==> src/hw/rtl/stm_pkg.sv <==
// shared types and constants for the sparse table range maximum block
// used by stm_ctrl, stm_dp and sparse_table_range_max_top; no dependencies
package stm_pkg;

  localparam int PRI_W       = 31;
  localparam int POS_W       = 10;
  localparam int MODE_W      = 2;
  localparam int STATUS_W    = 2;
  localparam int IN_TDATA_W  = 56;
  localparam int OUT_TDATA_W = 48;

  localparam int MAX_ITEMS_DEF = 1024;
  localparam int LEVELS_DEF    = 11;

  // request kinds
  localparam logic [MODE_W-1:0] MODE_APPEND = 2'd0;
  localparam logic [MODE_W-1:0] MODE_QUERY  = 2'd1;
  localparam logic [MODE_W-1:0] MODE_CLEAR  = 2'd2;

  // result status codes
  localparam logic [STATUS_W-1:0] ST_OK        = 2'd0;
  localparam logic [STATUS_W-1:0] ST_BAD_RANGE = 2'd1;
  localparam logic [STATUS_W-1:0] ST_FULL      = 2'd2;

  // how the pending result gets filled
  typedef enum logic [2:0] {
    RES_NONE,
    RES_OK,
    RES_FULL,
    RES_BAD,
    RES_PICK
  } res_e;

  typedef struct packed {
    logic capture;
    logic clear;
    logic app_init;
    logic app_step;
    logic q_check;
    logic q_read_a;
    logic q_read_b;
    res_e res;
    logic out_load;
  } dp_cmd_t;

  typedef struct packed {
    logic [MODE_W-1:0] mode;
    logic              full;
    logic              first_more;
    logic              lvl_more;
    logic              bad;
    logic              out_busy;
  } dp_stat_t;

endpackage

==> src/hw/rtl/stm_ctrl.sv <==
// controller state machine for the sparse table range maximum block
// depends on stm_pkg; drives stm_dp through dp_cmd_t, reads dp_stat_t
module stm_ctrl (
  input  logic              clk_i,
  input  logic              rst_ni,
  input  logic              s_valid_i,
  output logic              s_ready_o,
  input  stm_pkg::dp_stat_t stat_i,
  output stm_pkg::dp_cmd_t  cmd_o
);

  localparam logic [3:0] S_IDLE     = 4'd0;
  localparam logic [3:0] S_DECODE   = 4'd1;
  localparam logic [3:0] S_APP_INIT = 4'd2;
  localparam logic [3:0] S_APP_LVL  = 4'd3;
  localparam logic [3:0] S_QRY_CHK  = 4'd4;
  localparam logic [3:0] S_QRY_RDA  = 4'd5;
  localparam logic [3:0] S_QRY_RDB  = 4'd6;
  localparam logic [3:0] S_QRY_PICK = 4'd7;
  localparam logic [3:0] S_FIN      = 4'd8;

  logic [3:0] state_q, state_d;

  always_ff @(posedge clk_i or negedge rst_ni) begin
    if (!rst_ni) begin
      state_q <= S_IDLE;
    end else begin
      state_q <= state_d;
    end
  end

  always_comb begin
    state_d   = state_q;
    s_ready_o = 1'b0;
    cmd_o     = '0;
    case (state_q)
      S_IDLE: begin
        s_ready_o = 1'b1;
        if (s_valid_i) begin
          cmd_o.capture = 1'b1;
          state_d       = S_DECODE;
        end
      end
      S_DECODE: begin
        case (stat_i.mode)
          stm_pkg::MODE_APPEND: begin
            if (stat_i.full) begin
              cmd_o.res = stm_pkg::RES_FULL;
              state_d   = S_FIN;
            end else begin
              state_d = S_APP_INIT;
            end
          end
          stm_pkg::MODE_QUERY: begin
            state_d = S_QRY_CHK;
          end
          stm_pkg::MODE_CLEAR: begin
            cmd_o.clear = 1'b1;
            cmd_o.res   = stm_pkg::RES_OK;
            state_d     = S_FIN;
          end
          default: begin
            cmd_o.res = stm_pkg::RES_OK;
            state_d   = S_FIN;
          end
        endcase
      end
      S_APP_INIT: begin
        cmd_o.app_init = 1'b1;
        if (stat_i.first_more) begin
          state_d = S_APP_LVL;
        end else begin
          cmd_o.res = stm_pkg::RES_OK;
          state_d   = S_FIN;
        end
      end
      S_APP_LVL: begin
        cmd_o.app_step = 1'b1;
        if (!stat_i.lvl_more) begin
          cmd_o.res = stm_pkg::RES_OK;
          state_d   = S_FIN;
        end
      end
      S_QRY_CHK: begin
        cmd_o.q_check = 1'b1;
        state_d       = S_QRY_RDA;
      end
      S_QRY_RDA: begin
        if (stat_i.bad) begin
          cmd_o.res = stm_pkg::RES_BAD;
          state_d   = S_FIN;
        end else begin
          cmd_o.q_read_a = 1'b1;
          state_d        = S_QRY_RDB;
        end
      end
      S_QRY_RDB: begin
        cmd_o.q_read_b = 1'b1;
        state_d        = S_QRY_PICK;
      end
      S_QRY_PICK: begin
        cmd_o.res = stm_pkg::RES_PICK;
        state_d   = S_FIN;
      end
      S_FIN: begin
        if (!stat_i.out_busy) begin
          cmd_o.out_load = 1'b1;
          state_d        = S_IDLE;
        end
      end
      default: begin
        state_d = S_IDLE;
      end
    endcase
  end

endmodule

==> config.mk <==
export PLATFORM = sky130hd
export DESIGN_NAME = stm_ctrl
export DESIGN_NICKNAME = d
export VERILOG_FILES = /design/src/hw/rtl/stm_pkg.sv /design/src/hw/rtl/stm_ctrl.sv
export SDC_FILE = /design/constraint.sdc
export NUM_CORES = 1
export LEC_CHECK = 0
export BUFFER_PORTS_ARGS = -buffer_cell sky130_fd_sc_hd__clkbuf_2
export CAP_MARGIN = 30
export CORE_AREA = 2 2 39 41
export CTS_CLUSTER_SIZE = 40
export DETAILED_ROUTE_END_ITERATION = 6
export DIE_AREA = 0 0 41 43
export GPL_ROUTABILITY_DRIVEN = 0
export PLACE_DENSITY_LB_ADDON = 0.08
export SETUP_SLACK_MARGIN = 0.1
export SYNTH_ARGS = -nofsm -noshare
export SYNTH_HDL_FRONTEND = slang
export SYNTH_SLANG_ARGS = --single-unit
==> constraint.sdc <==
create_clock -name clk_i -period 1.3 [get_ports clk_i]
set_input_delay 0.195 -clock clk_i [delete_from_list [all_inputs] [get_ports clk_i]]
set_output_delay 0.195 -clock clk_i [all_outputs]
set_load 0.02 [all_outputs]
==> key figures <==
Place
  – PortBufs: 21
  – Placed wire-length estimate: roughly 1200 µm
  – Post-DP Area: a little under 800 µm²

Drt
  – Pre-Repair DR Iteration Count: 4
  – Avg WL per Cell: ~16 µm
  – Vias per cell: between 5 and 6
  – DRC Markers: 0
  – Final wirelength: 1980 µm
  – DR vias: 680
  – Iter 0 DRT Violations: 14
  – DRT antenna net count: 0

Min path
  – Hold Crit Class: in2reg

Setup path
  – Buf+Inv Stages, Crit Path: 1
  – CP peak stage delay: 0.42 ns
  – Slowest CP cell: or3_4
  – Crit path arrival time: 1.49 ns
  – Family with the most delay on the worst path: simple AND/OR/NAND/NOR gates
  – Critical path startpoint category: flop
  – Crit-path cells: or3_4 > nor2_2 > a32o_2 > clkbuf_8
  – Critical path capture point type: output pin
  – CP required: roughly 1.1 ns
  – CP Class: reg2out
  – CP max FO: 4

Timing
  – Setup ws final: -0.385 ns
  – Fmax: between 500 and 600 MHz
  – Skew final: 0.00290 ns
  – Slew @ Worst Pin: 0.260 ns
  – Setup violators final: 15
  – Final hold violations: 0
  – Unrepaired setup endpoints after global routing: yes
  – Tcrit/Tclk final: 130%
  – Final Max Tran Viols: 0
  – Max_slew headroom: about 83%
  – Crit path time final: roughly 1.7 ns

Layout
  – Util after Layout: between 80% and 90%
  – Register name with the most flops: state_q
  – Largest registers: state_q (4)
  – Flip-flop count of the largest register after layout: 4
  – N_diodes: 0
  – Share of cells above drive strength 1: 75.2%
  – Post-route cell area: 1140 µm²
  – Final #Nets: approximately 120
  – Area grow syn2layout: 140%

Logic synthesis
  – Async S/R FF share, synth: 100%
  – Synthesized flop and latch total: 4
  – Synth top cells by count: nor3_1 (6), nor2_1 (5), dfrtp_1 (4)
  – Cells after Synth: 58
  – Top cell type's share of synthesized area: a little over a fifth
  – Avg Synthesized Cell Area: between 8 and 9 µm²
  – Synth warn: 0
  – Sequential area share after synthesis: between 20% and 30%
  – Most used DFF post-synth: dfrtp_1
  – Post-synth EDFFs: 0
  – Top cells by area, synth: dfrtp_1 (21%), nor3_1 (6.3%), nor4_2 (5.3%)
  – Most common cell in the synthesized netlist: nor3_1
  – Leading area contributor after synthesis: dfrtp_1
  – Synth unique cells: 33
  – Syn nets: 68
  – Post-Syn Area: 475 µm²

Pwr
  – Sw Ratio: about two fifths
  – Share of power burned in registers: about 11%
  – Leakage power total: 0.529 nW
  – P_sw: a little over 1 mW
  – Clock power share: under 10%
  – Power density over the cells: about 2200 nW/µm²
  – VDD IR max: ~1.2 mV
  – Final Power: 2.48 mW
  – Internal power: between 1 and 1.5 mW
  – Comb pwr share: ~83%

Clocking
  – Inserted Clock Buffers: 3
  – Clock sink total: 4
  – Bufs on Longest Clock Path: 2
  – CTS tree: done
  – Root buffer cell: clkbuf_4
  – Clock Pin Slew Worst Setup and Hold Paths: approximately 0.040 ns
  – Max H-tree Level: 1
  – Worst-skew pair later-pin latency: approximately 0.23 ns

Run status
  – Failing checks: setup timing
  – Status: finished, violations left

Global routing
  – Vias in the first global route: 682
  – GRT Residual Overflow: 0
  – First-pass GRT wire length: between 3000 and 4000 µm
  – Gr usage total: between 20% and 30%
  – Initial antenna violation count: 0
  – Largest net degree at the start of global routing: 9

Floorplanning
  – Core Box Area: between 1000 and 1500 µm²
  – Full die area: about 1800 µm²
  – Effective utilization at floorplan: 34.4%
  – Chip width: 41 µm
  – # rows: 14
  – Num ports: 22
  – Die height: between 40 and 50 µm

Flow run
  – Max-cap violations: 0
[per-layer routing]
metal | wire [µm] | global-route usage, % | share of wire (%) | vias up
met3 | 73 | 3.66 | 3.7 | 6
met1 | 775 | 29.8 | 39 | 323
li1 | - | - | - | 328
met2 | 1090 | 45.9 | 55 | 23
met4 | 40 | 6.00 | 2.0 | 0
met5 | 0 | 0 | 0 | -
[final timing paths]
check,start,end,slack (ns),depth (start not counted)
min in group asynchronous,rst_ni,state_q[3],0.30,2
max,state_q[3],cmd_o[2],-0.39,4
max in group asynchronous,rst_ni,state_q[1],0.86,2
max reg2reg,state_q[1],state_q[3],-0.27,6
min reg2reg,state_q[0],state_q[2],0.65,2
min,stat_i[2],state_q[0],0.24,2
[per-stage QoR]
step / instances / hold WS [ns] / setup TNS (ns) / setup WS (ns)
after floorplan: 58 / -0.101 / -0.138 / -0.138
after global placement: 106 / 0.00381 / -1.28 / -0.180
after detailed placement: 106 / 0.00293 / -1.36 / -0.193
after CTS: 120 / 0.227 / -3.31 / -0.355
after global routing: 125 / 0.255 / -4.47 / -0.418
final: 125 / 0.238 / -3.69 / -0.385
[layout by cell type (no fill, tap or decap), drive strengths merged]
master	n
a31oi	1
o2111ai	2
nand2b	2
dfrtp	4
and2	1
a21o	1
o211a	1
nor2b	3
or2b	2
nand2	2
and4b	1
and3b	1
a2111oi	1
or3	2
nor2	5
clkbuf	18
buf	36
nor4	3
inv	3
nor4b	1
nand4b	1
a32o	1
dlygate4sd3	1
nor3	6
or4	1
nor3b	1
o21bai	1
and2b	1
a32oi	1
a221oi	1
a21oi	3
nor4bb	1
[cell type report]
type,count,area [µm²]
fill,80,243
tap,16,20.0
sequential,4,104
clock buffer,3,22.5
timing repair buffer,52,492
inverter,3,11.3
multi-input combinational,47,492
[repair_timing]
action,in CTS,in global routing
hold endpoints to repair,4,0
pin swaps,6,7
gates resized for setup,41,17
hold buffers,1,0
gates cloned,1,0
setup buffers,9,7
setup endpoints to repair,16,16
[logic make-up (layout without fill, tap and decap cells)]
logic type      count (synthesis)  count (layout)  synth area share [%]
simple gates                   34              34                  47.9
compound gates                 13              13                  21.3
buf+inv                         7              58                  9.74
flops                           4               4                  21.1
[power groups by stage]
stage / sequential, mW / clock, mW / combinational, mW
6_report: 0.267 / 0.153 / 2.06
5_1_grt: 0.275 / 0.170 / 2.18
4_1_cts: 0.257 / 0.158 / 1.89
3_5_place_dp: 0.284 / 0 / 1.26
3_3_place_gp: 0.285 / 0 / 1.25
2_1_floorplan: 0.251 / 0 / 0.877
(Power assumes the default switching activity.)
